File: src/hw/rtl/lpcald_ram.sv
`timescale 1ns / 1ps

module lpcald_ram #(
    parameter int WIDTH = 32,
    parameter int DEPTH = 64
) (
    input  logic                     aclk,
    input  logic                     we,
    input  logic [$clog2(DEPTH)-1:0] waddr,
    input  logic [WIDTH-1:0]         wdata,
    input  logic [$clog2(DEPTH)-1:0] raddr,
    output logic [WIDTH-1:0]         rdata
);

    logic [WIDTH-1:0] mem [0:DEPTH-1];
    logic [WIDTH-1:0] rdata_reg;

    always_ff @(posedge aclk) begin
        if (we) begin
            mem[waddr] <= wdata;
        end
        rdata_reg <= mem[raddr];
    end

    assign rdata = rdata_reg;

endmodule

File: config.mk
export PLATFORM = sky130hd
export DESIGN_NAME = lpcald_ram
export DESIGN_NICKNAME = d
export VERILOG_FILES = /design/src/hw/rtl/lpcald_ram.sv
export SDC_FILE = /design/constraint.sdc
export NUM_CORES = 2
export LEC_CHECK = 0
export BUFFER_PORTS_ARGS = -buffer_cell sky130_fd_sc_hd__buf_2
export CAP_MARGIN = 30
export CORE_ASPECT_RATIO = 1.25
export CORE_MARGIN = 5
export CORE_UTILIZATION = 25
export CTS_CLUSTER_SIZE = 8
export DETAILED_ROUTE_END_ITERATION = 12
export GPL_ROUTABILITY_DRIVEN = 1
export PLACE_DENSITY = 0.49
export SYNTH_ARGS = -nofsm -noshare
export SYNTH_HDL_FRONTEND = slang
export SYNTH_SLANG_ARGS = --single-unit
File: constraint.sdc
create_clock -name aclk -period 3.6 [get_ports aclk]
set_input_delay 0 -clock aclk [delete_from_list [all_inputs] [get_ports aclk]]
set_output_delay 0 -clock aclk [all_outputs]
set_load 0.005 [all_outputs]
Yosys cells after proc, flatten, opt, wreduce, memory -nomap -nowiden:

Memories as Yosys holds them, arrays and structs flattened. A register that Yosys moved wholly into a read port is not among the register bits.
Index checks and enable logic that the tools add are counted.

* flip-flop bits (word level): 0
* memory bits (writable): 2048
* input port bits: 46
* output and inout bits: 32
* logic and storage cells: 3
* memories: 1

Memories
* mem: depth 64, bits a word 32, read ports 1, clocked after Yosys merged registers in 1, write ports 1, line 15 `logic [WIDTH-1:0] mem [0:DEPTH-1];`

* muxes and demuxes: 2

Operators by type and width (number)
* $mux W1: 2

Longest topological paths before layout:

* word-level depth: 2
* gate-level depth with buffers: 10
* depth with buffers taken out: 5

Worst setup path before layout:

No wires, ideal clock.

* path type: input to register
* start point: in waddr[3]
* end point: mem mem[48][0], enable pin
* arrival: 2.699 ns
* data required time: 3.139 ns
* setup slack: 0.440 ns
* stages on the path: 4
* buffers on the path: 1
* cell sequence: clkbuf_1 nor2b_1 nand4b_1 nor3_1

RTL lines
* start, declared: line 9 `input logic [$clog2(DEPTH)-1:0] waddr,`
* end, declared: line 15

No word-level cell before the write port.

==> key figures <==
Power
  – Leak: a little under 30 nW
  – Total Power: approximately 55 mW
  – VDD IR max: just over 300 uV
  – PD cells: between 500 and 600 nW/um2

CTS
  – H-tree Lvls: 5
  – CTS tree: yes
  – Hold buffers post-CTS: 43
  – Worst-Skew Late Latency: a little over 0.9 ns
  – CTS resizes: 0
  – Setup repair bufs after CTS: 0
  – Deepest clock path buffer count: 4
  – Clk sinks: 2080
  – Num CTS Buffers: a little over 300
  – Root buf cell: clkbuf_16
  – Reg clk slew, reported paths: ~0.05 ns

Synthesis
  – Post-synth EDFFs: a little over 2000
  – Post-synth cell types: 34
  – Ys async rst share: 0
  – Cell Area, Synth: about 80000 um2
  – Yosys reg bits: around 2100
  – Post-synth top area share: 0.783
  – Largest area contributor in the netlist: edfxtp_1
  – Syn Inst Count: around 3300
  – Main flop type after synthesis: edfxtp_1
  – Mapped Nets: ~3400
  – Syn Area/Cell: between 20 and 25 um2
  – Post-synthesis sequential area ratio: 0.791
  – Synth area leaders: edfxtp_1 (78%), mux4_2 (16%), mux2i_1 (1.2%)
  – Ys Warns: 0

Cells and area
  – Max FFs per register: slightly above 2000
  – Final Instance Area: roughly 95000 um2
  – Layout cell share with drive strength beyond 1: 0.322
  – Register area: just over 60000 um2
  – Nets: about 3900
  – Syn-to-layout area delta: 20.9%
  – FILL cells: between 30000 and 40000
  – Area of the multi-input gates: between 15000 and 20000 um2

Die
  – Core outline area: 313000 um2
  – Initial Utilization: 0.251
  – Die Ht: around 640 um
  – Rows: between 200 and 250
  – Die area: ~330000 um2
  – Die Width: just over 500 um
  – I/O pin cnt: 78

Detailed routing
  – Post-route ant nets: 0
  – Drt pass-1 iters: 5
  – Via count: 37782
  – Initial DRC count: about 3800
  – Routed WL: 232000 um
  – Routed length per placed instance: between 20 and 30 um
  – Drt via density: about 4.7
  – DRC: 0

Placed design
  – Gpl congestion: roughly 0.77
  – Pre-CTS setup slack: ~0.074 ns
  – Dpl cell area: roughly 86000 um2
  – Number of I/O port buffers: 77
  – DP Wirelength: approximately 140000 um

STA
  – Max Clk Rate: between 300 and 400 MHz
  – Final setup TNS: 0 ns
  – Slew Limit Fails: 0
  – Setup ws final: about 0.9 ns
  – Final Hold Vio Count: 0
  – Final setup viols: 0
  – Minimum clock period: between 2 and 3 ns
  – Slew @ Worst Pin: around 1.0 ns
  – RSZ-0062 raised after global routing: no
  – Worst Skew: approximately 0.055 ns
  – Final Cycle Share: 0.744
  – Rel. slew slack: 0.299

Worst setup path
  – CP Launch Type: primary input
  – Crit Path Class: in -> reg
  – Worst Path Required: 4.32 ns
  – CP max FO: 43
  – Arr. time, crit path: 3.40 ns
  – Worst setup EP type: flop

Global route
  – Largest net degree at the start of global routing: 65
  – Vias in the first global route: between 30000 and 40000
  – Gr usage total: 0.140
  – First-pass GRT wire length: ~320000 um
  – Initial antenna violation count: 31
  – Grt total ovfl: 0

Job
  – MaxCap Viol Count: 0

Run status
  – Outcome: finished, final reports clean

Min path
  – Hold Crit Class: in -> reg
[final timing paths]
check              start         to  slack (ns)  cells after the start
max             raddr[3]  rdata[25]        0.92                      8
min reg2reg  mem[12][17]  rdata[17]        0.76                      4
min             raddr[2]  rdata[24]        0.02                      4
max reg2reg   mem[10][1]   rdata[1]        0.93                      4
[placed cells by master (no fill, tap or decap), types with 42 or more instances in the layout]
cell	instances
buf_12	42
o22ai_1	84
nor2_4	62
clkbuf_1	84
nor2_1	75
a21oi_1	62
edfxtp_1	2048
dlygate4sd3_1	44
mux4_2	544
clkbuf_16	317
buf_4	204
buf_2	73
mux2i_1	93
[synth_stat cells, types with 2 or more instances]
cell type and instances:
or3b_1 2, nand4_1 2, a22oi_1 12, o221ai_1 27, buf_4 25, clkbuf_1 74, o32ai_1 4, nor3_1 7
and3_1 4, and2_1 2, mux2i_1 93, nand3b_1 5, a41o_1 4, a21oi_1 62, or3_1 3, nor2b_1 15
dfxtp_1 32, buf_1 21, nand2_1 26, nand3_1 5, nor2_1 137, buf_6 5, edfxtp_1 2048, nand2b_1 8
buf_2 57, mux4_2 544, or3b_2 3, o22ai_1 84, a311oi_1 8
[metrics by stage]
step / utilization / instances / hold WS [ns]
after floorplan: - / 3324 / 0.0989
after CTS: 0.302 / 8089 / 0.00709
after detailed placement: 0.275 / 7638 / 0.379
final: 0.303 / 8108 / 0.0164
after global routing: 0.303 / 8106 / 0.0425
after global placement: 0.274 / 7629 / 0.397
[report_power, final]
part / internal [mW] / switching, mW / total [mW] / leakage, nW
registers: 26.9 / 0.114 / 27.0 / 18.7
logic: 1.04 / 1.78 / 2.82 / 6.58
clock network: 15.7 / 9.78 / 25.5 / 4.04
[layout make-up]
| class | count | area share |
|---|---|---|
| flip-flops and latches | 2080 | 0.655 |
| multi-input cells | 1062 | 0.168 |
| clock buffers | 401 | 0.0869 |
| well taps | 4176 | 0.0551 |
| repair buffers | 367 | 0.0341 |
| clock inverters | 7 | 0.000567 |
| diodes | 15 | 0.000396 |
[per-layer routing]
| metal | up-vias | share of wire | GRT usage | wire, um |
|---|---|---|---|---|
| li1 | 15242 | - | - | - |
| met2 | 1198 | 0.51 | 0.239 | 118000 |
| met4 | 14 | 0.035 | 0.0503 | 8060 |
| met5 | - | 0.00036 | 0 | 84 |
| met1 | 20978 | 0.40 | 0.177 | 93500 |
| met3 | 350 | 0.054 | 0.0255 | 12500 |
[critical path: stages]
cell and delay, ns:
dlygate4sd3_1 0.61, buf_6 0.53, nand2b_1 0.58, buf_4 0.34, o22ai_1 0.11, nor2_1 0.18
a21oi_1 0.82, nor2_1 0.13
[logic make-up (layout without fill, tap and decap cells)]
logic type / count (synthesis) / count (layout) / synth area share
multiplexers: 637 / 637 / 0.168
flip-flops: 2080 / 2080 / 0.791
buffers and inverters: 182 / 775 / 0.0113
AND/OR/NAND/NOR: 223 / 223 / 0.0127
AO/OA/AOI/OAI: 202 / 202 / 0.0167
other: 0 / 15 / 0
Note: power is estimated with default switching activity, not from simulation.
