`config.mk`:
```
export PLATFORM = sky130hd
export DESIGN_NAME = lpcald_mul
export DESIGN_NICKNAME = d
export VERILOG_FILES = /design/src/hw/rtl/lpcald_pkg.sv /design/src/hw/rtl/lpcald_mul.sv
export SDC_FILE = /design/constraint.sdc
export NUM_CORES = 2
export LEC_CHECK = 0
export BUFFER_PORTS_ARGS = -buffer_cell sky130_fd_sc_hd__buf_2
export CAP_MARGIN = 20
export CORE_ASPECT_RATIO = 0.5
export CORE_MARGIN = 8
export CORE_UTILIZATION = 47
export CTS_CLUSTER_SIZE = 25
export DETAILED_ROUTE_END_ITERATION = 10
export MAX_ROUTING_LAYER = met4
export PLACE_DENSITY = 0.67
export SETUP_SLACK_MARGIN = 0.05
export SLEW_MARGIN = 15
export SYNTH_ARGS = -nofsm -noshare
export SYNTH_HDL_FRONTEND = slang
export SYNTH_SLANG_ARGS = --single-unit
```
`constraint.sdc`:
```
create_clock -name aclk -period 8.2 [get_ports aclk]
set_clock_uncertainty 0.2 [all_clocks]
set_input_delay 0 -clock aclk [delete_from_list [all_inputs] [get_ports aclk]]
set_output_delay 0 -clock aclk [all_outputs]
set_load 0.05 [all_outputs]
```
`src/hw/rtl/lpcald_pkg.sv`:
```
`timescale 1ns / 1ps

package lpcald_pkg;

    localparam int ORDER_MAX   = 32;
    localparam int FRAME_MAX   = 1024;
    localparam int SAMPLE_BITS = 16;

    localparam int E_BITS    = 48;
    localparam int C_BITS    = 32;
    localparam int Q_FRAC    = 20;
    localparam int CFG_BITS  = 6;
    localparam int OUT_IDX_BITS = 6;
    localparam int ST_BITS   = 2;
    localparam int CFG_RESET = 16;

    localparam int IW      = $clog2(ORDER_MAX + 1);
    localparam int FC_BITS = $clog2(FRAME_MAX + 1);
    localparam int P_BITS  = E_BITS + C_BITS - Q_FRAC;
    localparam int MH      = E_BITS / 2;

    localparam logic [ST_BITS-1:0] ST_OK    = 2'd0;
    localparam logic [ST_BITS-1:0] ST_EARLY = 2'd1;
    localparam logic [ST_BITS-1:0] ST_ZERO  = 2'd2;
    localparam logic [ST_BITS-1:0] ST_OVF   = 2'd3;

    localparam logic signed [63:0] E_MAX64 = (64'sd1 <<< (E_BITS - 1)) - 64'sd1;
    localparam logic signed [63:0] E_MIN64 = -(64'sd1 <<< (E_BITS - 1));
    localparam logic signed [63:0] C_MAX64 = (64'sd1 <<< (C_BITS - 1)) - 64'sd1;

    typedef struct packed {
        logic signed [SAMPLE_BITS-1:0] sample;
        logic                          last_sample;
    } in_t;

    typedef struct packed {
        logic [OUT_IDX_BITS-1:0] coef_index;
        logic signed [C_BITS-1:0] coefficient;
        logic signed [E_BITS-1:0] gain;
        logic [OUT_IDX_BITS-1:0] order_found;
        logic [ST_BITS-1:0]      status;
        logic                    last_result;
    } out_t;

    typedef struct packed {
        logic shift;
        logic mul;
        logic acc;
        logic xfer;
    } cell_ctrl_t;

    function automatic logic signed [E_BITS-1:0] sat_e(input logic signed [63:0] v);
        logic signed [63:0] r;
        r = v;
        if (v > E_MAX64) r = E_MAX64;
        if (v < E_MIN64) r = E_MIN64;
        return E_BITS'(r);
    endfunction

    function automatic logic signed [C_BITS-1:0] sat_c(input logic signed [63:0] v);
        logic signed [63:0] r;
        r = v;
        if (v > C_MAX64) r = C_MAX64;
        if (v < -C_MAX64) r = -C_MAX64;
        return C_BITS'(r);
    endfunction

endpackage

```
`src/hw/rtl/lpcald_mul.sv`:
```
`timescale 1ns / 1ps

module lpcald_mul (
    input  logic                                   aclk,
    input  logic                                   aresetn,
    input  logic                                   start,
    input  logic signed [lpcald_pkg::E_BITS-1:0]   a,
    input  logic signed [lpcald_pkg::C_BITS-1:0]   b,
    output logic                                   done,
    output logic signed [lpcald_pkg::P_BITS-1:0]   p
);
    import lpcald_pkg::*;

    localparam logic [1:0] PH_LO  = 2'd0;
    localparam logic [1:0] PH_HI  = 2'd1;
    localparam logic [1:0] PH_SUM = 2'd2;

    logic [1:0]             phase_reg;
    logic                   busy_reg;
    logic                   done_reg;
    logic [E_BITS-1:0]      ua_reg;
    logic [C_BITS-1:0]      ub_reg;
    logic                   neg_reg;
    logic [MH+C_BITS-1:0]   lo_reg;
    logic [MH+C_BITS-1:0]   hi_reg;
    logic signed [P_BITS-1:0] p_reg;

    logic [MH-1:0]          mul_op;
    logic [MH+C_BITS-1:0]   mul_prod;
    logic [E_BITS+C_BITS-1:0] sum;
    logic [P_BITS-1:0]      mag;

    // One multiplier serves both halves of the wide operand.
    assign mul_op   = (phase_reg == PH_LO) ? ua_reg[MH-1:0] : ua_reg[E_BITS-1:MH];
    assign mul_prod = mul_op * ub_reg;
    assign sum      = {hi_reg, {MH{1'b0}}} + {{MH{1'b0}}, lo_reg};
    assign mag      = sum[E_BITS+C_BITS-1:Q_FRAC];

    always_ff @(posedge aclk) begin
        if (!aresetn) begin
            busy_reg  <= 1'b0;
            done_reg  <= 1'b0;
            phase_reg <= PH_LO;
        end else begin
            done_reg <= 1'b0;
            if (start) begin
                busy_reg  <= 1'b1;
                phase_reg <= PH_LO;
            end else if (busy_reg) begin
                unique case (phase_reg)
                    PH_LO:  phase_reg <= PH_HI;
                    PH_HI:  phase_reg <= PH_SUM;
                    default: begin
                        busy_reg  <= 1'b0;
                        done_reg  <= 1'b1;
                        phase_reg <= PH_LO;
                    end
                endcase
            end
        end
    end

    always_ff @(posedge aclk) begin
        if (start) begin
            ua_reg  <= a[E_BITS-1] ? E_BITS'(-a) : E_BITS'(a);
            ub_reg  <= b[C_BITS-1] ? C_BITS'(-b) : C_BITS'(b);
            neg_reg <= a[E_BITS-1] ^ b[C_BITS-1];
        end else if (busy_reg) begin
            if (phase_reg == PH_LO) begin
                lo_reg <= mul_prod;
            end else if (phase_reg == PH_HI) begin
                hi_reg <= mul_prod;
            end else begin
                p_reg <= neg_reg ? -$signed(mag) : $signed(mag);
            end
        end
    end

    assign done = done_reg;
    assign p    = p_reg;

endmodule

```
* Yosys cells after proc, flatten, opt, wreduce, memory -nomap -nowiden
Cells that the tools add are included.
** Word-level totals
- Bits in registers :: 257
- Input port bits :: 83
- Output and inout port bits :: 61
- Logic and storage cells :: 39
** Operators by class
- Add/sub/neg operators :: 4
- $mul :: 1
- Equal/unequal tests :: 1
- Muxes and demuxes :: 9
- Bitwise logic cells :: 6
- Reductions and logical operators :: 7
** Operators by type and width (count)
- 80-bit by 56-bit adder with 80-bit output :: 1
- 60-bit two-way mux :: 1
- 60-bit negator :: 1
- 24-bit by 32-bit multiplier with 56-bit output :: 1
- 48-bit negator :: 1
- 47-bit two-way mux :: 1
- 32-bit negator :: 1
- 31-bit two-way mux :: 1
- 24-bit two-way mux :: 1
- 4-bit AND reduction :: 2
- 1-bit NOT :: 5
- 1-bit two-way mux :: 4
- 2-bit one-hot mux with 2 select lines :: 1
- 2-bit OR reduction :: 2
- 3-bit AND reduction :: 1
- 3-bit OR reduction :: 1
- 2-bit by 1-bit == test with 1-bit output (second input constant) :: 1
- 2-bit logical NOT :: 1
- 1-bit XOR :: 1

* Longest topological paths before layout
- Depth in word-level cells :: 5
- Mapped depth :: 31
- Mapped depth without buffers :: 28

* Worst setup path after synthesis
OpenSTA, ideal clock, no wires.
- Path kind :: register to register
- From :: register phase_reg[0]
- To :: register hi_reg[44] (data pin)
- Library setup time :: 0.272 ns
- Arrival :: 8.007 ns
- Setup slack :: -0.278 ns
- Stages on the path, launching flop included :: 31
- Path through :: dfxtp_1 -> nor2_1 -> clkbuf_1 -> mux2_2 -> clkbuf_1 -> and2_1 -> fa_1 -> inv_1 -> fa_1 -> inv_1 -> fa_1 -> inv_1 -> fa_1 -> inv_1 -> fa_1 -> fa_1 -> inv_1 -> fa_1 -> inv_1 -> ha_1 -> a21o_1 -> a21o_1 -> a2111oi_0 -> nor3_1 -> o31ai_1 -> o21ai_0 -> a31oi_1 -> a21oi_1 -> o21a_1 -> o21ai_0 -> a21oi_1
** Between the ends
- Cells in the longest elaborated chain, start to end :: 3
** Ends and longest elaborated chain
- start, declared :: line lpcald_mul.sv:18 : logic [1:0] phase_reg;
- start signal, assigned :: line lpcald_mul.sv:43 : phase_reg <= PH_LO;
- start signal, assigned :: line lpcald_mul.sv:48 : phase_reg <= PH_LO;
- start signal, assigned :: line lpcald_mul.sv:51 : PH_LO: phase_reg <= PH_HI;
- 2-bit logical NOT :: line lpcald_mul.sv:34 : assign mul_op = (phase_reg == PH_LO) ? ua_reg[MH-1:0] : ua_reg[E_BITS-1:MH];
- 24-bit two-way mux :: line lpcald_mul.sv:34
- 24-bit by 32-bit multiplier with 56-bit output :: line lpcald_mul.sv:35 : assign mul_prod = mul_op * ub_reg;
- net mul_prod[44] :: line lpcald_mul.sv:29 : logic [MH+C_BITS-1:0] mul_prod;
- end signal, assigned :: line lpcald_mul.sv:72 : hi_reg <= mul_prod;
- end, declared :: line lpcald_mul.sv:25 : logic [MH+C_BITS-1:0] hi_reg;
The timed path passes the listed nets, and every way through them passes these cells.
A chain may end at the register's enable or synchronous reset.

* Final worst setup path
- From :: register phase_reg[0]
- To :: register lo_reg[54] (data pin)
** Between the ends
- Cells in the longest elaborated chain, start to end :: 3
** Ends and longest elaborated chain
- 2-bit logical NOT :: line lpcald_mul.sv:34
- 24-bit two-way mux :: line lpcald_mul.sv:34
- 24-bit by 32-bit multiplier with 56-bit output :: line lpcald_mul.sv:35
- net mul_prod[54] :: line lpcald_mul.sv:29
- end signal, assigned :: line lpcald_mul.sv:70 : lo_reg <= mul_prod;
- end, declared :: line lpcald_mul.sv:24 : logic [MH+C_BITS-1:0] lo_reg;
The timed path passes the listed nets, and every way through them passes these cells.

==> summary.txt <==
status - finished clean
Core Footprint - 0.0796 sq mm
GRT Resource Usage Total - 0.242
clock sink count - 237
Inserted Clock Buffers - 24
gr ovfl total - 0
period utilisation layout - 0.973
simple-gate share of the synthesized area - 0.166
Pins Over Slew Limit - 0
post-route cell area - 0.0442 sq mm
Async SR Flop Fraction - 0
WP data arrival - 8080 ps
antenna diode count - 0
FILL cells - 7037
num ports - 144
worst skew pair latency - 560 ps
end point of the critical path - lo_reg[54]
Hold Crit Class - in2reg
WP depth - 31
GP Congestion - 0.972
drt pass-1 iters - 5
die area - 0.0905 sq mm
Final nets - 5305
wire length per cell - 19.7 microns
Area growth syn-to-layout - 16.7%
Seq. cell area - 0.00708 sq mm
XOR/XNOR Fraction of Synth Area - 0.0509
Via density - 5.38
DRC - 0
yosys warns - 0
Avg Synthesized Cell Area - 9.55 sq um
Largest register FFs - 60
Final HPWL DP - 88500 microns
placed inst area - 0.0411 sq mm
ratio of cells with drive above 1 in the final layout - 0.124
Critical Path RT - 8310 ps
hold_ws - 111 ps
crit end category - flop
worst-case clock buffer depth - 3
Synth Cell Area - 0.0379 sq mm
# setup viols final - 0
CP max FO - 7
WL final - 108000 microns
Worst Tran Pin Value - 1090 ps
worst reg2reg path startpoint - phase_reg[0]
ANT nets after route - 0
Die X - 418 microns
CP max-delay cell - fa_1
Die Height - 217 microns
top_reg_cell synth - edfxtp_1
FF-to-FF path depth - 31
Yosys cell types - 80
Tmin final - 7980 ps
Syn Inst Count - 3967
largest net degree at the start of global routing - 82
EDFF count, synth - 233
Reg clk slew, reported paths - 70 ps
Mapped Nets - 4926
Worst path most repeated cell - fa_1
Port Buffers - 143
crit start category - flop
routed via count - 29.4k
mux contribution to synthesized area - 0.00786
CP max stage delay - 570 ps
Fin. Hold Viols - 0
FMAX - 0.125 GHz
RSZ-0062 raised after global routing - yes
Buf/Inv on CP - 10
CTS HTree Levels - 1
row cnt - 73
initial core utilization - 0.476
crit path launch - phase_reg[0]
CTS tree - done
Iter 0 DRT Violations - 2332
Post-Synth Adder-Cell Area - 0.420
r2r setup slk - 220 ps
multi-input logic area - 0.0277 sq mm
Slew HR - 0.276
Crit Path Category - reg2reg
CP top delay family - adder cells
vias in the first global route - 30.9k
initial antenna violation count - 2
CTS Root Cell - clkbuf_16
Seq cells post-synth - 237
post-synthesis compound-gate area fraction - 0.0740
post-synthesis sequential area ratio - 0.187
Worst R2R End - lo_reg[54]
largest family of logic cells by synthesized area - adder cells
first-pass GRT wire length - 170000 microns
max-cap violations - 0
cells in the final DEF, fill, tap and decap left out, types with 47 or more instances in the layout:
cell type / synthesis / routed
a21oi_1: 86 / 76
o21ai_0: 104 / 97
nand3_1: 52 / 51
ha_1: 217 / 209
buf_2: 12 / 142
fa_1: 659 / 646
xnor2_1: 173 / 172
nand2_1: 486 / 485
nor2_1: 86 / 85
xor2_1: 47 / 47
buf_4: 0 / 204
and2_1: 306 / 305
dlygate4sd3_1: 0 / 155
nor2b_1: 102 / 99
inv_1: 760 / 753
edfxtp_1: 233 / 233
layout make-up:
type / instances / area share
timing repair buffer: 541 / 0.0995
clock buffer: 26 / 0.0138
tap: 1087 / 0.0308
inverter: 760 / 0.0645
sequential: 237 / 0.160
clock inverter: 18 / 0.00422
multi-input combinational: 2782 / 0.627
Yosys cell counts, drive strengths merged (13+ instances only):
cell | count | area (sq um)
inv | 760 | 2850
fa | 659 | 13200
nand2 | 486 | 1820
and2 | 307 | 1920
edfxtp | 233 | 7000
ha | 217 | 2720
clkbuf | 175 | 658
xnor2 | 173 | 1520
o21ai | 117 | 586
nor2b | 102 | 638
a21oi | 86 | 430
nor2 | 86 | 323
nand3 | 52 | 260
xor2 | 47 | 412
o31ai | 46 | 359
a21o | 43 | 323
nand4 | 35 | 225
nor3 | 32 | 165
or3 | 25 | 156
mux2 | 22 | 248
nand2b | 21 | 131
and3 | 18 | 113
or4 | 17 | 131
nor4 | 16 | 121
a31oi | 15 | 100
o41ai | 15 | 131
a211oi | 14 | 110
buf | 13 | 63.8
o21a | 13 | 97.6
tightest hold or removal path, cell delays in order:
cell	delay [ps]
dlygate4sd3_1	510
buf_2	120
xnor2_1	120
cell families after synthesis:
kind of cell             after synthesis
buffers and inverters                948
flip-flops                           237
AND/OR/NAND/NOR                     1233
multiplexers                          27
adder cells (fa/ha/maj)              876
AO/OA/AOI/OAI                        426
XOR/XNOR                             220
routing by layer:
layer | part of all wire | GRT usage | vias up
met5 | 0 | - | -
met4 | 0.015 | 0.0378 | 0
met3 | 0.10 | 0.0599 | 125
met2 | 0.44 | 0.361 | 1303
met1 | 0.45 | 0.341 | 14700
li1 | - | - | 13200
how the worst min path moves through the flow:
stage | from | end | slack (ps) | depth (start not counted)
2_1_floorplan | a[0] | ua_reg[0] | -100 | 0
4_1_cts | a[45] | ua_reg[45] | 90 | 3
6_report | a[45] | ua_reg[45] | 110 | 3
3_3_place_gp | b[0] | ub_reg[0] | 30 | 1
5_1_grt | a[45] | ua_reg[45] | 120 | 3
3_5_place_dp | b[0] | ub_reg[0] | 30 | 1
through the flow:
stage	instances	util	TNS (ps)	setup WS, ps
3_5_place_dp	5233	0.516	-3520	-273
6_report	5451	0.555	0	225
5_1_grt	5451	0.555	-107	-26.2
2_1_floorplan	3967	-	-21.1	-10.6
3_3_place_gp	5233	0.516	-2710	-236
4_1_cts	5440	0.549	0	50.9
timing repair:
action                                  CTS  global route
endpoints found under the setup margin   32            48
endpoints found under the hold margin   177             0
hold buffers                            155             0
setup buffers                             8            10
cloned                                    0             1
pin swaps                                21            49
resized for setup                        52            99
Power is left out: the tool's default activity adds up to more than one toggle a clock period on the data nets, which glitch-free logic cannot reach.
