==> src/hw/rtl/lpcald_pkg.sv <==
`timescale 1ns / 1ps

package lpcald_pkg;

    localparam int ORDER_MAX   = 32;
    localparam int FRAME_MAX   = 1024;
    localparam int SAMPLE_BITS = 16;

    localparam int E_BITS    = 48;
    localparam int C_BITS    = 32;
    localparam int Q_FRAC    = 20;
    localparam int CFG_BITS  = 6;
    localparam int OUT_IDX_BITS = 6;
    localparam int ST_BITS   = 2;
    localparam int CFG_RESET = 16;

    localparam int IW      = $clog2(ORDER_MAX + 1);
    localparam int FC_BITS = $clog2(FRAME_MAX + 1);
    localparam int P_BITS  = E_BITS + C_BITS - Q_FRAC;
    localparam int MH      = E_BITS / 2;

    localparam logic [ST_BITS-1:0] ST_OK    = 2'd0;
    localparam logic [ST_BITS-1:0] ST_EARLY = 2'd1;
    localparam logic [ST_BITS-1:0] ST_ZERO  = 2'd2;
    localparam logic [ST_BITS-1:0] ST_OVF   = 2'd3;

    localparam logic signed [63:0] E_MAX64 = (64'sd1 <<< (E_BITS - 1)) - 64'sd1;
    localparam logic signed [63:0] E_MIN64 = -(64'sd1 <<< (E_BITS - 1));
    localparam logic signed [63:0] C_MAX64 = (64'sd1 <<< (C_BITS - 1)) - 64'sd1;

    typedef struct packed {
        logic signed [SAMPLE_BITS-1:0] sample;
        logic                          last_sample;
    } in_t;

    typedef struct packed {
        logic [OUT_IDX_BITS-1:0] coef_index;
        logic signed [C_BITS-1:0] coefficient;
        logic signed [E_BITS-1:0] gain;
        logic [OUT_IDX_BITS-1:0] order_found;
        logic [ST_BITS-1:0]      status;
        logic                    last_result;
    } out_t;

    typedef struct packed {
        logic shift;
        logic mul;
        logic acc;
        logic xfer;
    } cell_ctrl_t;

    function automatic logic signed [E_BITS-1:0] sat_e(input logic signed [63:0] v);
        logic signed [63:0] r;
        r = v;
        if (v > E_MAX64) r = E_MAX64;
        if (v < E_MIN64) r = E_MIN64;
        return E_BITS'(r);
    endfunction

    function automatic logic signed [C_BITS-1:0] sat_c(input logic signed [63:0] v);
        logic signed [63:0] r;
        r = v;
        if (v > C_MAX64) r = C_MAX64;
        if (v < -C_MAX64) r = -C_MAX64;
        return C_BITS'(r);
    endfunction

endpackage

==> src/hw/rtl/lpcald_cell.sv <==
`timescale 1ns / 1ps

module lpcald_cell (
    input  logic                                        aclk,
    input  logic                                        aresetn,
    input  lpcald_pkg::cell_ctrl_t                      ctrl,
    input  logic signed [lpcald_pkg::SAMPLE_BITS-1:0]   x,
    input  logic signed [lpcald_pkg::SAMPLE_BITS-1:0]   hist_in,
    output logic signed [lpcald_pkg::SAMPLE_BITS-1:0]   hist_out,
    input  logic signed [lpcald_pkg::E_BITS-1:0]        lag_in,
    output logic signed [lpcald_pkg::E_BITS-1:0]        lag_out
);
    import lpcald_pkg::*;

    logic signed [SAMPLE_BITS-1:0]   hist_reg;
    logic signed [2*SAMPLE_BITS-1:0] prod_reg;
    logic signed [E_BITS-1:0]        lag_reg;

    always_ff @(posedge aclk) begin
        if (!aresetn) begin
            hist_reg <= '0;
            lag_reg  <= '0;
        end else begin
            if (ctrl.shift) begin
                hist_reg <= hist_in;
            end else if (ctrl.xfer) begin
                hist_reg <= '0;
            end
            if (ctrl.acc) begin
                lag_reg <= sat_e(64'(lag_reg) + 64'(prod_reg));
            end else if (ctrl.xfer) begin
                lag_reg <= lag_in;
            end
        end
    end

    always_ff @(posedge aclk) begin
        if (ctrl.mul) begin
            prod_reg <= x * hist_reg;
        end
    end

    assign hist_out = hist_reg;
    assign lag_out  = lag_reg;

endmodule

==> config.mk <==
export PLATFORM = sky130hd
export DESIGN_NAME = lpcald_cell
export DESIGN_NICKNAME = d
export VERILOG_FILES = /design/src/hw/rtl/lpcald_pkg.sv /design/src/hw/rtl/lpcald_cell.sv
export SDC_FILE = /design/constraint.sdc
export NUM_CORES = 1
export LEC_CHECK = 0
export ABC_AREA = 1
export BUFFER_PORTS_ARGS = -buffer_cell sky130_fd_sc_hd__buf_4
export CORE_MARGIN = 2
export CORE_UTILIZATION = 25
export DETAILED_ROUTE_END_ITERATION = 16
export MAX_ROUTING_LAYER = met4
export PLACE_DENSITY = 0.36
export SLEW_MARGIN = 20
export SYNTH_ARGS = -nofsm -noshare
export SYNTH_HDL_FRONTEND = slang
export SYNTH_SLANG_ARGS = --single-unit
==> constraint.sdc <==
create_clock -name aclk -period 12.85 [get_ports aclk]
set_input_delay 1.285 -clock aclk [delete_from_list [all_inputs] [get_ports aclk]]
set_output_delay 1.285 -clock aclk [all_outputs]
set_load 0.01 [all_outputs]
* Word level (Yosys, flattened, before mapping)
Cells that the tools add are included.
Word-level totals: bits in registers 96, input bits 86, output and inout bits 64
Operators by class: add/subtract/negate cells 1, $mul 1, order comparisons 2, muxes and demuxes 6, reductions and logical operators 2
Operators by type and width (number):
- 48-bit 2-to-1 mux | 4
- 48-bit by 32-bit adder with 49-bit output | 1
- 49-bit by 48-bit > comparator with 1-bit output (second input constant) | 1
- 49-bit by 48-bit < comparator with 1-bit output (second input constant) | 1
- 16-bit by 16-bit multiplier with 32-bit output | 1
- 16-bit 2-to-1 mux | 2
- 2-bit nonzero test | 2

* Depth between registers and ports, before layout
Gate-level depths: netlist of the first run.
depth after elaboration 5, depth in mapped cells 26

* Least setup slack after synthesis of the first run
Ideal clock, no wire load.
path kind input to register, start in x[15] (netlist name), end reg prod_reg[29], data pin, setup time 0.265 ns, arrival 6.534 ns, data required time 12.585 ns, slack 6.050 ns, stages 21, buffers on the path 1, cell sequence clkbuf_1 -> nand2_1 -> inv_1 -> fa_1 -> fa_1 -> fa_1 -> fa_1 -> fa_1 -> inv_1 -> fa_1 -> inv_1 -> ha_1 -> nand2_1 -> inv_1 -> nand2_1 -> nor3_1 -> nand4_1 -> nand3_1 -> a21oi_1 -> o21ai_0 -> xor2_1
Between the ends: longest elaborated chain between the ends 1
Ends and longest elaborated chain:
- start: declaration | RTL line lpcald_cell.sv:7 | input logic signed [lpcald_pkg::SAMPLE_BITS-1:0] x,
- 16-bit by 16-bit multiplier with 32-bit output | RTL line lpcald_cell.sv:39 | prod_reg <= x * hist_reg;
- end signal: assignment | RTL line lpcald_cell.sv:39
- end: declaration | RTL line lpcald_cell.sv:16 | logic signed [2*SAMPLE_BITS-1:0] prod_reg;
No other way between the ends. A chain may end at the register's enable or synchronous reset.

* Worst setup path in the final report of the first run
start in x[15] (netlist name), end reg prod_reg[28], data pin
The elaborated chain is that of the path after synthesis.

==> reports/metrics.yaml, run 1 <==
holdBufCountCts: 0
final_cells: 3484
rsz0062_at_grt: "false"
clkPwrFrac_pct: 8.9
synthToLayoutAreaGrowth_pct: 12.92
worst_pin_slew_ns: 1.049
synth-edff-count: 32
power_density_mw_per_mm2: 173.2
yosys_warnings: 0
first_global_vias: 16400
relSlewSlack_pct: 29.95
maxCapViolCount: 0
peakVddDrop_uv: 78.93
critPathRequiredTime_ns: 12.96
synthArstFlopShare_pct: 0
crit_fanout: 16
status: "finished, final reports clean"
drt_iter0_markers: 616
ant_nets: 0
numCtsBuffers: 9
grt_first_pass_wirelength_um: 95950
dieArea_mm2: 0.07306
synth_ff_type: "dfxtp_1"
syn_nets: 2938
setup_viol: 0
syn_area_mm2: 0.01773
hold_violations: 0
viasPerCell: 4.316
route.detailed.drc: 0
top_level_ports: 150
syn_inst: 2459
slew_viol_final: 0
yosysSeqAreaShare_pct: 12.65
p_leak_nw: 11.10
ctsResizeCount: 0
combinationalPowerShare_pct: 75.2
fin_nets: 3018
diodes: 0
largest_reg_flops: 48
placedCellCount: 3468
drive_above_1_share_pct: 8.608
io_buffers: 149
syn_area_per_cell_um2: 7.210
cts.sinks: 96
fin_worst_skew_ns: 0.02165
p_switching_w: 0.001933
antenna_found_initial: 0
dp_hpwl_um: 50460
fmax_mhz: 144.7
wl_per_cell_um: 17.41
end_kind: "flip-flop"
p_int_w: 0.001534
wl_um: 60650
cts_tree: "done"
core_mm2: 0.07015
synth-seq-cells: 96
postCtsSetupRepairBufs: 0
gp_congestion: 0.8950
fp.dieW_um: 270.3
dp_slack_ns: 5.492
layout_common_cells: "nand2_1, inv_1, fa_1, buf_4, ha_1"
start_kind: "input pin"
cp.arrival_ns: 7.02
finalPower_w: 0.003467
p_sw_share_pct: 55.76
die_h_um: 270.3
grt_usage_pct: 17.49
fin_util_pct: 28.54
cts_buffer_depth: 2
rows: 97
clk-insertion-delay-late_ns: 0.40
path_clk_slew_ns: 0.09
grt-ovfl-total: 0
num_vias: 15040
synth_cell_types: 42
setup_ws_ns: 5.939
post-route-period-util_pct: 53.78
layout_commonest_cell: "nand2_1"
ctsRootBufferMaster: "clkbuf_16"
start_util_pct: 25.27
drt-pass1-iter-count: 5
crit_type: "input pin to flip-flop"
grt_max_degree: 52
seqPwrFrac_pct: 15.9
tns_ns: 0
ctsHtreeMaxLevel: 3
hp-class: "flip-flop to flip-flop"
period_minus_slack_ns: 6.911
power groups by stage:
stage	Clock, W	Sequential, W	Combinational (W)
finish	0.000309	0.000552	0.00261
global route	0.000335	0.000566	0.00299
CTS	0.000323	0.000557	0.00267
detailed placement	0	0.000564	0.00265
global placement	0	0.000564	0.00266
floorplan	0	0.000527	0.00188
cell type report:
cell class	instances	area, µm²
timing repair buffer	162	1216
tap	940	1176
sequential	96	2242
clock buffer	10	250.2
fill	7964	50130
inverter	594	2230
clock inverter	6	48.80
multi-input combinational	1676	12860
Yosys cell counts, types with 2 or more instances:
library cell	n	area share, %
a21boi_0	3	0.13
a21o_1	8	0.34
a21oi_1	126	3.6
a21oi_2	20	0.99
a31oi_1	4	0.14
and2_1	3	0.11
buf_2	2	0.056
buf_6	7	0.44
clkbuf_1	83	1.8
dfxtp_1	64	7.2
edfxtp_1	32	5.4
fa_1	263	30
ha_1	130	9.2
inv_1	592	13
nand2_1	712	15
nand2_2	9	0.32
nand3_1	39	1.1
nand3b_1	12	0.51
nand4_1	17	0.60
nor2_1	94	2.0
nor2_2	6	0.21
nor3_1	10	0.28
nor4_1	2	0.071
o211ai_1	2	0.085
o21a_1	6	0.25
o21ai_0	113	3.2
o21bai_1	17	0.72
or2_2	3	0.11
xnor2_1	43	2.1
xor2_1	25	1.2
final timing paths:
check | start | end | slack [ns] | cells after the start
setup / recovery | x[15] | prod_reg[28] | 5.94 | 17
hold / removal | hist_out[15] | hist_out[15] | 0.48 | 2
setup reg to reg | hist_out[6] | prod_reg[28] | 6.06 | 16
hold reg to reg | hist_out[15] | hist_out[15] | 0.48 | 2
metal layers:
layer  part of all wire, %  GRT usage [%]  vias to the layer above  routed length (µm)
li1                      -              -                     7484                   -
met1                    47          22.03                     7304               28490
met2                    50          30.83                      209               30180
met3                   2.2          1.529                       39                1307
met4                   1.1          3.024                        0                 663
met5                     0              -                        -                   0
critical path, cell delays in order:
cell and delay, ns:
buf_4 0.17, nand2_1 0.12, inv_1 0.09, fa_1 0.61, fa_1 0.91, fa_1 0.52
fa_1 0.49, fa_1 0.54, inv_1 0.05, fa_1 0.53, inv_1 0.04, ha_1 0.37
a21oi_1 0.24, o21ai_0 0.19, a221oi_1 0.36, o221ai_1 0.29, xor2_1 0.21
stage by stage:
step           hold WS (ns)  area [µm²]
5_1_grt              0.5237       20020
3_5_place_dp         0.4771       19720
4_1_cts              0.4914       20020
6_report             0.4831       20020
3_3_place_gp         0.4699       19720
2_1_floorplan        0.4962       17730
cells by family (layout without fill, tap and decap cells):
family                     count (synthesis)  after routing  share of synthesized area [%]
and+or+nand+nor                          910            910                          20.52
buffers and inverters                    687            772                          14.88
adders and majority gates                393            393                          38.87
AOI/OAI and AO/OA                        304            304                          9.662
DFF                                       96             96                          12.65
xor gates and xnor gates                  68             68                          3.359
muxes                                      1              1                        0.05646
Power figures use the tool's default switching activity.
==> run 2, diff against run 1 <==
- clock period: 12.85 -> 7.2 ns (I/O delays scaled with it)
==> run 2 against run 1 <==
Compared with the run above:
- via count shrank 0.16%
- count of clock-buffer cells in the layout up 2
- power increased by 78%
==> reports/metrics.yaml, run 2 (same netlist as run 1, synthesis figures left out) <==
design_area_mm2: 0.02016
setup_viol: 0
final_cells: 3502
drive_above_1_share_pct: 9.212
reg2regPathDepth: 17
largest_reg_flops: 48
postCtsSetupRepairBufs: 0
status: "finished, final reports clean"
nFillCells: 7926
core_mm2: 0.07015
crit_type: "flip-flop to flip-flop"
finalPower_w: 0.006188
grt_usage_pct: 17.65
startpoint: "hist_out[2]"
rsz0062_at_grt: "false"
rows: 97
maxCapViolCount: 0
grt-ovfl-total: 0
diodes: 0
ant_nets: 0
fmax_mhz: 149.0
drt_iter0_markers: 740
layout_commonest_cell: "nand2_1"
top_level_ports: 150
cts_buffer_depth: 2
hold-worst-slack_ns: 0.4871
synthToLayoutAreaGrowth_pct: 13.69
period_minus_slack_ns: 6.709
relSlewSlack_pct: 43.41
hold_depth: 2
holdBufCountCts: 0
cp.arrival_ns: 6.82
viasPerCell: 4.287
start_kind: "flip-flop"
path_clk_slew_ns: 0.09
ctsResizeCount: 0
end_kind: "flip-flop"
clk-insertion-delay-late_ns: 0.39
dieArea_mm2: 0.07306
start_util_pct: 25.27
worst_pin_slew_ns: 0.8489
hp-start: "hist_out[8]"
fp.dieW_um: 270.3
numCtsBuffers: 9
ctsRootBufferMaster: "clkbuf_16"
hold_violations: 0
dp_hpwl_um: 51880
antenna_found_initial: 0
reg2reg_from: "hist_out[2]"
hp-class: "flip-flop to flip-flop"
die_h_um: 270.3
place_area_mm2: 0.01986
p_leak_nw: 11.20
power_density_mw_per_mm2: 307.0
num_vias: 15010
drt-pass1-iter-count: 5
io_buffers: 149
wl_per_cell_um: 17.53
grt_max_degree: 52
wl_um: 61400
post-route-period-util_pct: 93.18
peakVddDrop_uv: 199.5
tns_ns: 0
fin_worst_skew_ns: 0.02743
first_global_vias: 16430
grt_first_pass_wirelength_um: 96400
ctsHtreeMaxLevel: 3
placedCellCount: 3486
critPathRequiredTime_ns: 7.32
gp_congestion: 0.8729
layout_common_cells: "nand2_1, inv_1, fa_1, buf_4, ha_1"
fin_nets: 3036
slew_viol_final: 0
cts.sinks: 96
route.detailed.drc: 0
crit_fanout: 11
cts_tree: "done"
run 2: worst max-delay path, cell delays in order (launching register included):
cell and delay, ns:
dfxtp_1 0.77, nand2_1 0.20, inv_1 0.13, fa_1 0.54, fa_1 0.66, buf_4 0.24, fa_1 0.55, fa_1 0.45
fa_1 0.55, inv_1 0.05, fa_1 0.52, inv_1 0.04, ha_1 0.36, nand2_1 0.16, nor2_1 0.11, a221oi_1 0.48
o221ai_1 0.38, xor2_1 0.24
run 2: path summary, 6_finish.rpt:
check	slack [ns]	endpoint
max reg2reg	0.49	prod_reg[28]
min	0.49	hist_out[8]
max	0.49	prod_reg[28]
min reg2reg	0.49	hist_out[8]
run 2: cell type report:
class | instances | area [µm²] | share of cell area, %
clock inverters | 4 | 32.53 | 0.1614
inverters | 594 | 2230 | 11.06
clock buffers | 12 | 267.8 | 1.328
well taps | 940 | 1176 | 5.835
multi-input cells | 1676 | 12860 | 63.78
flip-flops and latches | 96 | 2242 | 11.12
repair buffers | 180 | 1351 | 6.704
run 2: stage by stage:
step | setup slack [ns] | utilization (%)
after floorplan | 0.9654 | -
after global placement | 0.3473 | 28.30
after detailed placement | 0.3286 | 28.30
after CTS | 0.5074 | 28.73
after global routing | 0.3243 | 28.73
final | 0.4907 | 28.73
run 2: routing by layer:
layer / up-vias / GRT usage (%) / share of wire (%)
met2: 223 / 30.42 / 49
met1: 7218 / 22.19 / 47
met4: 0 / 4.565 / 2.3
met5: - / - / 0
li1: 7516 / - / -
met3: 55 / 1.565 / 2.2
run 2: power by group:
part	internal (W)	leakage [nW]	total (W)	switching (W)
clock	0.000271	0.151	0.000544	0.000273
sequential	0.000802	0.848	0.000980	0.000178
combinational	0.00168	10.2	0.00466	0.00298
total	0.00275	11.2	0.00619	0.00343
