## config.mk

```make
export PLATFORM = sky130hd
export DESIGN_NAME = lpcald_div
export DESIGN_NICKNAME = d
export VERILOG_FILES = /design/src/hw/rtl/lpcald_pkg.sv /design/src/hw/rtl/lpcald_div.sv
export SDC_FILE = /design/constraint.sdc
export NUM_CORES = 1
export LEC_CHECK = 0
export BUFFER_PORTS_ARGS = -buffer_cell sky130_fd_sc_hd__buf_2
export CORE_MARGIN = 2
export CORE_UTILIZATION = 30
export CTS_CLUSTER_DIAMETER = 200
export CTS_CLUSTER_SIZE = 30
export DETAILED_ROUTE_END_ITERATION = 16
export REMOVE_ABC_BUFFERS = 1
export SLEW_MARGIN = 10
export SYNTH_ARGS = -nofsm -noshare
export SYNTH_HDL_FRONTEND = slang
export SYNTH_SLANG_ARGS = --single-unit
```

## constraint.sdc

```tcl
create_clock -name aclk -period 20.1 [get_ports aclk]
set_input_delay 4.02 -clock aclk [delete_from_list [all_inputs] [get_ports aclk]]
set_output_delay 4.02 -clock aclk [all_outputs]
set_load 0.005 [all_outputs]
```

## src/hw/rtl/lpcald_pkg.sv

```systemverilog
`timescale 1ns / 1ps

package lpcald_pkg;

    localparam int ORDER_MAX   = 32;
    localparam int FRAME_MAX   = 1024;
    localparam int SAMPLE_BITS = 16;

    localparam int E_BITS    = 48;
    localparam int C_BITS    = 32;
    localparam int Q_FRAC    = 20;
    localparam int CFG_BITS  = 6;
    localparam int OUT_IDX_BITS = 6;
    localparam int ST_BITS   = 2;
    localparam int CFG_RESET = 16;

    localparam int IW      = $clog2(ORDER_MAX + 1);
    localparam int FC_BITS = $clog2(FRAME_MAX + 1);
    localparam int P_BITS  = E_BITS + C_BITS - Q_FRAC;
    localparam int MH      = E_BITS / 2;

    localparam logic [ST_BITS-1:0] ST_OK    = 2'd0;
    localparam logic [ST_BITS-1:0] ST_EARLY = 2'd1;
    localparam logic [ST_BITS-1:0] ST_ZERO  = 2'd2;
    localparam logic [ST_BITS-1:0] ST_OVF   = 2'd3;

    localparam logic signed [63:0] E_MAX64 = (64'sd1 <<< (E_BITS - 1)) - 64'sd1;
    localparam logic signed [63:0] E_MIN64 = -(64'sd1 <<< (E_BITS - 1));
    localparam logic signed [63:0] C_MAX64 = (64'sd1 <<< (C_BITS - 1)) - 64'sd1;

    typedef struct packed {
        logic signed [SAMPLE_BITS-1:0] sample;
        logic                          last_sample;
    } in_t;

    typedef struct packed {
        logic [OUT_IDX_BITS-1:0] coef_index;
        logic signed [C_BITS-1:0] coefficient;
        logic signed [E_BITS-1:0] gain;
        logic [OUT_IDX_BITS-1:0] order_found;
        logic [ST_BITS-1:0]      status;
        logic                    last_result;
    } out_t;

    typedef struct packed {
        logic shift;
        logic mul;
        logic acc;
        logic xfer;
    } cell_ctrl_t;

    function automatic logic signed [E_BITS-1:0] sat_e(input logic signed [63:0] v);
        logic signed [63:0] r;
        r = v;
        if (v > E_MAX64) r = E_MAX64;
        if (v < E_MIN64) r = E_MIN64;
        return E_BITS'(r);
    endfunction

    function automatic logic signed [C_BITS-1:0] sat_c(input logic signed [63:0] v);
        logic signed [63:0] r;
        r = v;
        if (v > C_MAX64) r = C_MAX64;
        if (v < -C_MAX64) r = -C_MAX64;
        return C_BITS'(r);
    endfunction

endpackage

```

## src/hw/rtl/lpcald_div.sv

```systemverilog
`timescale 1ns / 1ps

module lpcald_div (
    input  logic                                   aclk,
    input  logic                                   aresetn,
    input  logic                                   start,
    input  logic signed [lpcald_pkg::E_BITS-1:0]   num,
    input  logic signed [lpcald_pkg::E_BITS-1:0]   den,
    output logic                                   done,
    output logic signed [lpcald_pkg::C_BITS-1:0]   q
);
    import lpcald_pkg::*;

    localparam int SAT_SH = C_BITS - 1 - Q_FRAC;
    localparam int LOW_SH = C_BITS - Q_FRAC;
    localparam int CW     = $clog2(C_BITS);

    logic                   busy_reg;
    logic                   done_reg;
    logic                   pos_reg;
    logic [CW-1:0]          cnt_reg;
    logic [E_BITS-2:0]      ue_reg;
    logic [E_BITS-2:0]      rem_reg;
    logic [C_BITS-1:0]      low_reg;
    logic [C_BITS-1:0]      quo_reg;
    logic signed [C_BITS-1:0] q_reg;

    logic [E_BITS-1:0]      us;
    logic [E_BITS-2:0]      ue;
    logic                   sat;
    logic [E_BITS-1:0]      rem2;
    logic [E_BITS-1:0]      diff;
    logic                   ge;
    logic [C_BITS-1:0]      quo_next;

    assign us  = num[E_BITS-1] ? E_BITS'(-num) : E_BITS'(num);
    assign ue  = den[E_BITS-2:0];
    // An integer quotient of 2048 or more saturates without iterating.
    assign sat = {{SAT_SH{1'b0}}, us} >= {1'b0, ue, {SAT_SH{1'b0}}};

    assign rem2     = {rem_reg, low_reg[C_BITS-1]};
    assign diff     = rem2 - {1'b0, ue_reg};
    assign ge       = rem2 >= {1'b0, ue_reg};
    assign quo_next = {quo_reg[C_BITS-2:0], ge};

    always_ff @(posedge aclk) begin
        if (!aresetn) begin
            busy_reg <= 1'b0;
            done_reg <= 1'b0;
            cnt_reg  <= '0;
        end else begin
            done_reg <= 1'b0;
            if (start) begin
                cnt_reg <= '0;
                if (sat) begin
                    done_reg <= 1'b1;
                end else begin
                    busy_reg <= 1'b1;
                end
            end else if (busy_reg) begin
                cnt_reg <= cnt_reg + CW'(1);
                if (cnt_reg == CW'(C_BITS - 1)) begin
                    busy_reg <= 1'b0;
                    done_reg <= 1'b1;
                end
            end
        end
    end

    always_ff @(posedge aclk) begin
        if (start) begin
            pos_reg <= num[E_BITS-1];
            ue_reg  <= ue;
            rem_reg <= (E_BITS-1)'(us >> LOW_SH);
            low_reg <= {us[LOW_SH-1:0], {Q_FRAC{1'b0}}};
            quo_reg <= '0;
            if (sat) begin
                q_reg <= num[E_BITS-1] ? C_BITS'(C_MAX64) : -C_BITS'(C_MAX64);
            end
        end else if (busy_reg) begin
            rem_reg <= ge ? diff[E_BITS-2:0] : rem2[E_BITS-2:0];
            low_reg <= {low_reg[C_BITS-2:0], 1'b0};
            quo_reg <= quo_next;
            if (cnt_reg == CW'(C_BITS - 1)) begin
                q_reg <= pos_reg ? $signed(quo_next) : -$signed(quo_next);
            end
        end
    end

    assign done = done_reg;
    assign q    = q_reg;

endmodule

```

; Word level (Yosys, flattened, before mapping)
; Cells that the tools add are included.
; Widths: inputs -> output; s select.
[totals]
regBits = 177
output_inout_bits = 33
elab_cells = 44
[op_classes]
n_addsub = 4
n_lt_le_gt_ge = 2
eq_ne = 3
n_mux = 20
bitwise_logic = 1
reduce_logical = 4
[op_table]
columns = op, n
row1 = $mux 32, 8
row2 = $mux 36, 2
row3 = $ge 48x58->1, 1
row4 = $ge 48x47->1, 1
row5 = $mux 48, 1
row6 = $neg 48->48, 1
row7 = $mux 47, 1
row8 = $sub 47x47->47, 1
row9 = $neg 32->32, 1
row10 = $mux 1, 8
row11 = $add 5x1->5 const B, 1
row12 = $eq 5x5->1 const B, 1
row13 = $reduce_bool 2->1, 2
row14 = $reduce_and 3->1, 1
row15 = $ne 2x1->1 const B, 1
row16 = $ne 2x2->1 const B, 1
row17 = $reduce_or 2->1, 1
row18 = $not 1->1, 1

; Logic depth before layout (Yosys ltp)
; Gate-level depths: netlist (run 1).
[depth]
depth_word = 6
depth_mapped = 21

; Least setup slack after synthesis (run 1)
; Ideal clock, no wire load.
[synth_timing]
path_type = input to register
start = in num[8] (netlist name)
end = reg q_reg[0] (netlist: q[0]) (enable)
setup_time_ns = 0.422
arrival_time_ns = 9.788
setup_slack_ns = 9.890
path_stages = 18
cell_sequence = buf_6 or4_4 or4_4 nand2b_1 or4_4 or3_1 buf_2 o41ai_2 xnor2_1 ha_1 nand4_1 or2_2 nor4_1 nand2_1 or4_1 nor4_1 a211oi_1 nor2_1
[synth_between]
elab_chain_len = 5
[synth_rtl]
columns = item, line_no
row1 = from (decl), lpcald_div.sv:7  ; input logic signed [lpcald_pkg::E_BITS-1:0] num,
row2 = $neg 48->48, lpcald_div.sv:36  ; assign us = num[E_BITS-1] ? E_BITS'(-num) : E_BITS'(num);
row3 = $mux 48 (*), lpcald_div.sv:36
row4 = $ge 48x58->1 (*), lpcald_div.sv:39  ; assign sat = {{SAT_SH{1'b0}}, us} >= {1'b0, ue, {SAT_SH{1'b0}}};
row5 = $ne 2x1->1 (no source line) (*), -
row6 = $reduce_and 3->1 (no source line) (*), -
row7 = to (signal assigned), lpcald_div.sv:78  ; q_reg <= num[E_BITS-1] ? C_BITS'(C_MAX64) : -C_BITS'(C_MAX64);
row8 = to (signal assigned), lpcald_div.sv:85  ; q_reg <= pos_reg ? $signed(quo_next) : -$signed(quo_next);
row9 = to (decl), lpcald_div.sv:26  ; logic signed [C_BITS-1:0] q_reg;
; Every way passes the cells marked *; elsewhere a longest branch is shown, timed or not.
; A chain may end at the register's enable or synchronous reset.

; Final worst setup path (run 1)
[layout_timing]
start = in num[10] (netlist name)
end = reg q_reg[12] (netlist: q[12]) (enable)
; The elaborated chain is that of the path after synthesis.

==> results of run 1 <==
synth_stat cells, drive strengths merged, types with 6 or more instances:
| master | instances | area, um^2 |
|---|---|---|
| mux2i | 37 | 370.4 |
| a21o | 40 | 300.3 |
| and2 | 7 | 43.80 |
| nand2 | 108 | 405.4 |
| o21ai | 73 | 365.3 |
| nand3 | 15 | 75.07 |
| o41ai | 9 | 93.84 |
| a31oi | 24 | 150.1 |
| nor2b | 9 | 56.30 |
| or3 | 12 | 80.08 |
| o21bai | 7 | 52.55 |
| ha | 88 | 1101 |
| nor3 | 27 | 145.1 |
| nor2 | 153 | 574.3 |
| inv | 105 | 394.1 |
| nand2b | 9 | 56.30 |
| nor4 | 17 | 112.6 |
| a221oi | 6 | 52.55 |
| or4 | 15 | 131.4 |
| o31a | 6 | 52.55 |
| xnor2 | 73 | 639.4 |
| o31ai | 9 | 67.56 |
| edfxtp | 128 | 3844 |
| buf | 14 | 62.56 |
| o21a | 12 | 90.09 |
| xor2 | 39 | 341.6 |
| nand4 | 22 | 137.6 |
| mux2 | 11 | 123.9 |
| dfxtp | 49 | 980.9 |
| clkbuf | 63 | 236.5 |
| a21oi | 146 | 730.7 |
critical path, cell delays in order:
cell and delay, ps:
buf_2 130, or4_4 560, nor4_1 490, nand2_1 170
or4_1 600, or3_1 550, o31a_1 320, xor2_1 340
ha_1 220, nand4_1 80, or2_2 340, nor4_1 770
nand2_1 200, or4_1 610, nor4_1 460, a211oi_1 160
nor2_2 140, buf_4 400
worst paths after layout:
check | from | endpoint | slack [ps] | cells past startpoint
worst max-delay path | num[10] | q[12]$_DFFE_PP_ | 9610 | 18
worst min register to register | cnt_reg[4]$_SDFFE_PP0P_ | cnt_reg[4]$_SDFFE_PP0P_ | 500 | 2
worst min-delay path | cnt_reg[4]$_SDFFE_PP0P_ | cnt_reg[4]$_SDFFE_PP0P_ | 500 | 2
worst max register to register | rem_reg[1]$_DFFE_PP_ | q[30]$_DFFE_PP_ | 15530 | 18
metal layers:
| metal | vias up | GRT usage [%] | share of wire [%] |
|---|---|---|---|
| met5 | - | 0 | 0 |
| met3 | 40 | 1.861 | 3.5 |
| li1 | 5179 | - | - |
| met1 | 4904 | 20.85 | 47 |
| met4 | 0 | 5.887 | 2.3 |
| met2 | 232 | 25.70 | 47 |
area by class of cell:
cell class                      count  area [um^2]
Clock inverter                     14        136.4
Sequential cell                   177         4826
Clock buffer                       18        450.4
Fill cell                        4143        26750
Timing Repair Buffer              140        728.2
Antenna cell                        1        2.502
Multi-Input combinational cell   1037         6880
Tap cell                          532        665.6
Inverter                          105        394.1
cell families (layout without fill, tap and decap cells):
family | count (synthesis) | count (layout)
and+or+nand+nor | 416 | 416
AOI/OAI and AO/OA | 372 | 372
buffers and inverters | 182 | 277
DFF | 177 | 177
xor gates and xnor gates | 112 | 112
adders and majority gates | 89 | 89
muxes | 48 | 48
other | 0 | 1
stage by stage:
step	cell area (um^2)	hold WS, ps	cells
3_5_place_dp	13490	491.4	1991
4_1_cts	14080	509.3	2023
2_1_floorplan	12090	461.6	1319
6_report	14080	503.3	2024
5_1_grt	14080	540.2	2024
3_3_place_gp	13490	479.5	1991
power by group through the flow:
| stage | registers [mW] | clock network (mW) | logic (mW) |
|---|---|---|---|
| 3_3_place_gp | 0.455 | 0 | 0.373 |
| 6_report | 0.448 | 0.336 | 0.382 |
| 5_1_grt | 0.451 | 0.356 | 0.429 |
| 2_1_floorplan | 0.453 | 0 | 0.273 |
| 4_1_cts | 0.448 | 0.345 | 0.380 |
| 3_5_place_dp | 0.455 | 0 | 0.378 |
cells in the final DEF (no fill, tap or decap), drive strengths merged, types with 4 or more instances in the layout:
master and n:
a31oi 24, ha 88, and2 7, mux2i 37, nand3 15, nor4 17
a21oi 146, nand4 22, o21ai 73, a221oi 6, edfxtp 128, nor2 153
o41ai 9, nand3b 5, or3 12, and3 5, mux2 11, a21o 40
nor3 27, clkinv 5, or4 15, nand2 108, nand2b 9, xnor2 73
a211oi 5, inv 113, dfxtp 49, buf 140, o21a 12, o21bai 7
o31ai 9, nor2b 9, a21boi 4, o211ai 5, xor2 39, o31a 6
clkbuf 18
==> results.sh, run 1 <==
export IMPL_post_cts_buffers=0
export IMPL_power_share_clock_pct=28.8
export IMPL_max_vdd_ir_drop_mv=0.06357
export IMPL_syn_area_um2=12390
export IMPL_clock_fmax_mhz=95.35
export IMPL_die_w_um=207.2
export IMPL_ant_nets=0
export IMPL_setup_ws_ps=9612
export IMPL_synthMuxAreaShare_pct=3.989
export IMPL_finalPower_mw=1.165
export IMPL_dieArea_um2=42940
export IMPL_layout_drive_gt1_share_pct=13.75
export IMPL_synth_simple_area_share_pct=16.01
export IMPL_cts_resized=0
export IMPL_clk_pin_slew_ps=70
export IMPL_ys_types=70
export IMPL_synth_seq_cells=177
export IMPL_antenna_found_initial=2
export IMPL_cts_max_level=4
export IMPL_grt_pass1_wl_um=54060
export IMPL_worst_pin_slew_ps=1083
export IMPL_synth_edf_count=128
export IMPL_report_final_setup_viol=0
export IMPL_synthFlopType="edfxtp_1"
export IMPL_pre_cts_slack_ps=9009
export IMPL_crit_fanout=33
export IMPL_grt_pass1_vias=10140
export IMPL_ios=132
export IMPL_leakagePower_nw=5.794
export IMPL_cts_buffers=17
export IMPL_syn_to_final_growth_pct=13.69
export IMPL_gr_total_overflow=0
export IMPL_hold_class="reg -> reg"
export IMPL_worstPathRequired_ps=20200
export IMPL_start_kind="input port"
export IMPL_drt_iter0_drc=666
export IMPL_tns_ps=0
export IMPL_syn_area_per_cell_um2=8.874
export IMPL_rows=74
export IMPL_fin_nets=1666
export IMPL_gp_congestion=0.8336
export IMPL_max_slew_margin_pct=27.15
export IMPL_wl_um=33210
export IMPL_cts_root_buffer="clkbuf_16"
export IMPL_fin_worst_skew_ps=9.529
export IMPL_ys_warn_count=0
export IMPL_synth_top_family_by_area="compound AO/OA/AOI/OAI gates"
export IMPL_routed_via_count=10360
export IMPL_ys_seq_area_share_pct=38.95
export IMPL_synthArstFlopShare_pct=0
export IMPL_status="finished, final reports clean"
export IMPL_coreArea_um2=40830
export IMPL_grt_usage_pct=15.56
export IMPL_drtPass1Iterations=5
export IMPL_synth_xor_area_share_pct=7.918
export IMPL_clk_path_buf_depth=2
export IMPL_maxCapViolCount=0
export IMPL_synth_fa_ha_area_share_pct=9.050
export IMPL_drc=0
export IMPL_drv_slew=0
export IMPL_utilization_pct=34.49
export IMPL_floorplan_initialDensity_pct=30.34
export IMPL_hold_buffers=0
export IMPL_clk_latency_ps=450
export IMPL_hpwl_um=24900
export IMPL_finalCritPeriodShare_pct=52.18
export IMPL_via_per_inst=5.116
export IMPL_die_h_um=207.2
export IMPL_grt_max_degree=91
export IMPL_io_buffers=130
export IMPL_switching_share_pct=35.13
export IMPL_intPower_mw=0.7556
export IMPL_detail_route_wl_per_cell_um=16.41
export IMPL_synth_cells=1396
export IMPL_fin_crit_ps=10490
export IMPL_cp_arrival_ps=10590
export IMPL_clock_sinks=177
export IMPL_power_density_nw_per_um2=82.71
export IMPL_synth_compound_area_share_pct=18.49
export IMPL_critPathCaptureType="flip-flop"
export IMPL_power_switching_mw=0.4092
export IMPL_rsz0062_at_grt="false"
export IMPL_cts_tree="built"
export IMPL_pwr_share_comb_pct=32.8
export IMPL_p_seq_share_pct=38.4
export IMPL_hold_violations=0
export IMPL_path_class="in -> reg"
Note: power is estimated with default switching activity, not from simulation.
==> run 2, diff against run 1 <==
- ABC_AREA: not set -> 1
- clock period: 20.1 -> 9.15 ns (I/O delays scaled with it)
==> run 2 against run 1 <==
Against the previous run: via count up 18%; hold slack worse by 29 ps; count of clock-buffer cells in the layout decreased by 1; die area rose by 6.3%; register-to-register slack worse by 11000 ps; global-route usage increased by 2.4 points; synthesized cell count up 28%; worst setup slack worse by 6400 ps; final cell count rose by 23%; largest cell class unchanged.
==> results.sh, run 2 <==
export IMPL_path_class="in -> reg"
export IMPL_ys_warn_count=0
export IMPL_power_density_nw_per_um2=155.3
export IMPL_worstPathRequired_ps=9260
export IMPL_critPathMaxStageDelay_ps=380
export IMPL_worst_pin_slew_ps=1039
export IMPL_synth_area_leaders="edfxtp_1, nand2_1, ha_1"
export IMPL_crit_fanout=32
export IMPL_drc=0
export IMPL_final_common_cell="nand2_1"
export IMPL_drv_slew=0
export IMPL_hold_buffers=0
export IMPL_cp_arrival_ps=6060
export IMPL_post_cts_buffers=0
export IMPL_synth_edf_count=128
export IMPL_pre_cts_slack_ps=2784
export IMPL_hold_violations=0
export IMPL_hpwl_um=32090
export IMPL_grt_pass1_vias=11860
export IMPL_clock_sinks=177
export IMPL_syn_area_um2=13180
export IMPL_fin_worst_skew_ps=15.66
export IMPL_dieArea_um2=45640
export IMPL_leakagePower_nw=6.652
export IMPL_fin_cells=2495
export IMPL_hold_slack_ps=474.4
export IMPL_place_inst=2461
export IMPL_die_h_um=213.6
export IMPL_utilization_pct=34.74
export IMPL_synthArstFlopShare_pct=0
export IMPL_synthFlopType="edfxtp_1"
export IMPL_grt_pass1_wl_um=63230
export IMPL_reg2reg_from="rem_reg[14]$_DFFE_PP_"
export IMPL_clk_path_buf_depth=2
export IMPL_gp_congestion=0.9312
export IMPL_antenna_found_initial=4
export IMPL_layout_drive_gt1_share_pct=11.43
export IMPL_status="finished, final reports clean"
export IMPL_detail_route_wl_per_cell_um=16.11
export IMPL_cts_max_level=4
export IMPL_clk_latency_ps=470
export IMPL_fin_crit_ps=5949
export IMPL_hold_class="reg -> reg"
export IMPL_syn_area_per_cell_um2=7.398
export IMPL_rows=76
export IMPL_drt_iter0_drc=992
export IMPL_yosysTopAreaCellShare_pct=29.16
export IMPL_report_final_setup_viol=0
export IMPL_setup_ws_ps=3201
export IMPL_ios=132
export IMPL_synth_cells=1782
export IMPL_rsz0062_at_grt="false"
export IMPL_start_kind="input port"
export IMPL_die_w_um=213.6
export IMPL_synth_common_cells="nand2_1, inv_1, nor2_1"
export IMPL_clock_fmax_mhz=168.1
export IMPL_finalCritPeriodShare_pct=65.02
export IMPL_routed_via_count=12240
export IMPL_finalPower_mw=2.335
export IMPL_ant_nets=0
export IMPL_critPathCaptureType="flip-flop"
export IMPL_max_vdd_ir_drop_mv=0.1023
export IMPL_tns_ps=0
export IMPL_hp_start="cnt_reg[4]$_SDFFE_PP0P_"
export IMPL_cts_resized=0
export IMPL_grt_usage_pct=17.92
export IMPL_yosysTopAreaCell="edfxtp_1"
export IMPL_yosysMostFrequentCell="nand2_1"
export IMPL_crit_start="num[0]"
export IMPL_cts_tree="built"
export IMPL_grt_max_degree=91
export IMPL_ys_types=53
export IMPL_synth_seq_cells=177
export IMPL_design_area_um2=15030
export IMPL_place_area_um2=14430
export IMPL_wl_um=40200
export IMPL_final_cell_mix="nand2_1, inv_1, nor2_1"
export IMPL_ys_seq_area_share_pct=36.60
export IMPL_cts_buffers=17
export IMPL_fin_nets=2083
export IMPL_crit_path_frequent_cell="nand3_1"
export IMPL_gr_total_overflow=0
export IMPL_cts_root_buffer="clkbuf_16"
export IMPL_fillers=4663
export IMPL_crit_path_top_delay_cell="buf_4"
export IMPL_via_per_inst=4.904
export IMPL_syn_to_final_growth_pct=14.03
export IMPL_max_slew_margin_pct=30.65
export IMPL_floorplan_initialDensity_pct=30.47
export IMPL_drtPass1Iterations=5
export IMPL_clk_pin_slew_ps=80
export IMPL_maxCapViolCount=0
export IMPL_coreArea_um2=43270
export IMPL_io_buffers=130
run 2: cell types whose count changed after synthesis, sizes merged, moves of 35 or more:
cell / change
nand2: +274
inv: +170
a21oi: -44
a21o: -35
mux2i: -37
clkbuf: -37
nand3: +86
xnor2: -41
o21ai: +96
run 2: final cells by class:
cell class              instances  area (um^2)  share of cell area, %
well taps                     585        732.0                  4.869
inverters                     276         1039                  6.909
repair buffers                135        690.7                  4.595
clock inverters                15        173.9                  1.157
clock buffers                  17        425.4                  2.830
multi-input cells            1288         7142                  47.51
flip-flops and latches        177         4825                  32.10
diodes                          2        5.005                0.03329
run 2: routing by layer:
layer,up-vias,global-route usage (%),share of wire [%]
li1,6175,-,-
met1,5718,24.78,48
met2,297,29.36,46
met3,42,2.094,4.0
met4,4,5.340,1.7
met5,-,0,0.055
run 2: cells by family after synthesis:
kind of cell,count (synthesis),synth area share (%)
AO/OA/AOI/OAI,357,14.96
XOR/XNOR,87,5.780
adder cells (fa/ha/maj),89,8.504
buffers and inverters,317,9.225
flip-flops,177,36.60
AND/OR/NAND/NOR,755,24.93
run 2: where the power goes:
part / total (mW) / switching (mW) / internal [mW]
Sequential: 0.937 / 0.0209 / 0.916
Combinational: 0.651 / 0.435 / 0.216
Clock: 0.748 / 0.360 / 0.388
run 2: critical path: cells and delay by family:
family | cells | cell delay [ps]
compound gates | 1 | 130
fa+ha+maj | 2 | 520
buf+inv | 4 | 610
simple gates | 19 | 2940
run 2: final timing paths:
path,endpoint,slack (ps),depth (start not counted)
worst max register to register,q[26]$_DFFE_PP_,4120,21
worst min-delay path,cnt_reg[4]$_SDFFE_PP0P_,470,2
worst min register to register,cnt_reg[4]$_SDFFE_PP0P_,470,2
worst max-delay path,q[1]$_DFFE_PP_,3200,26
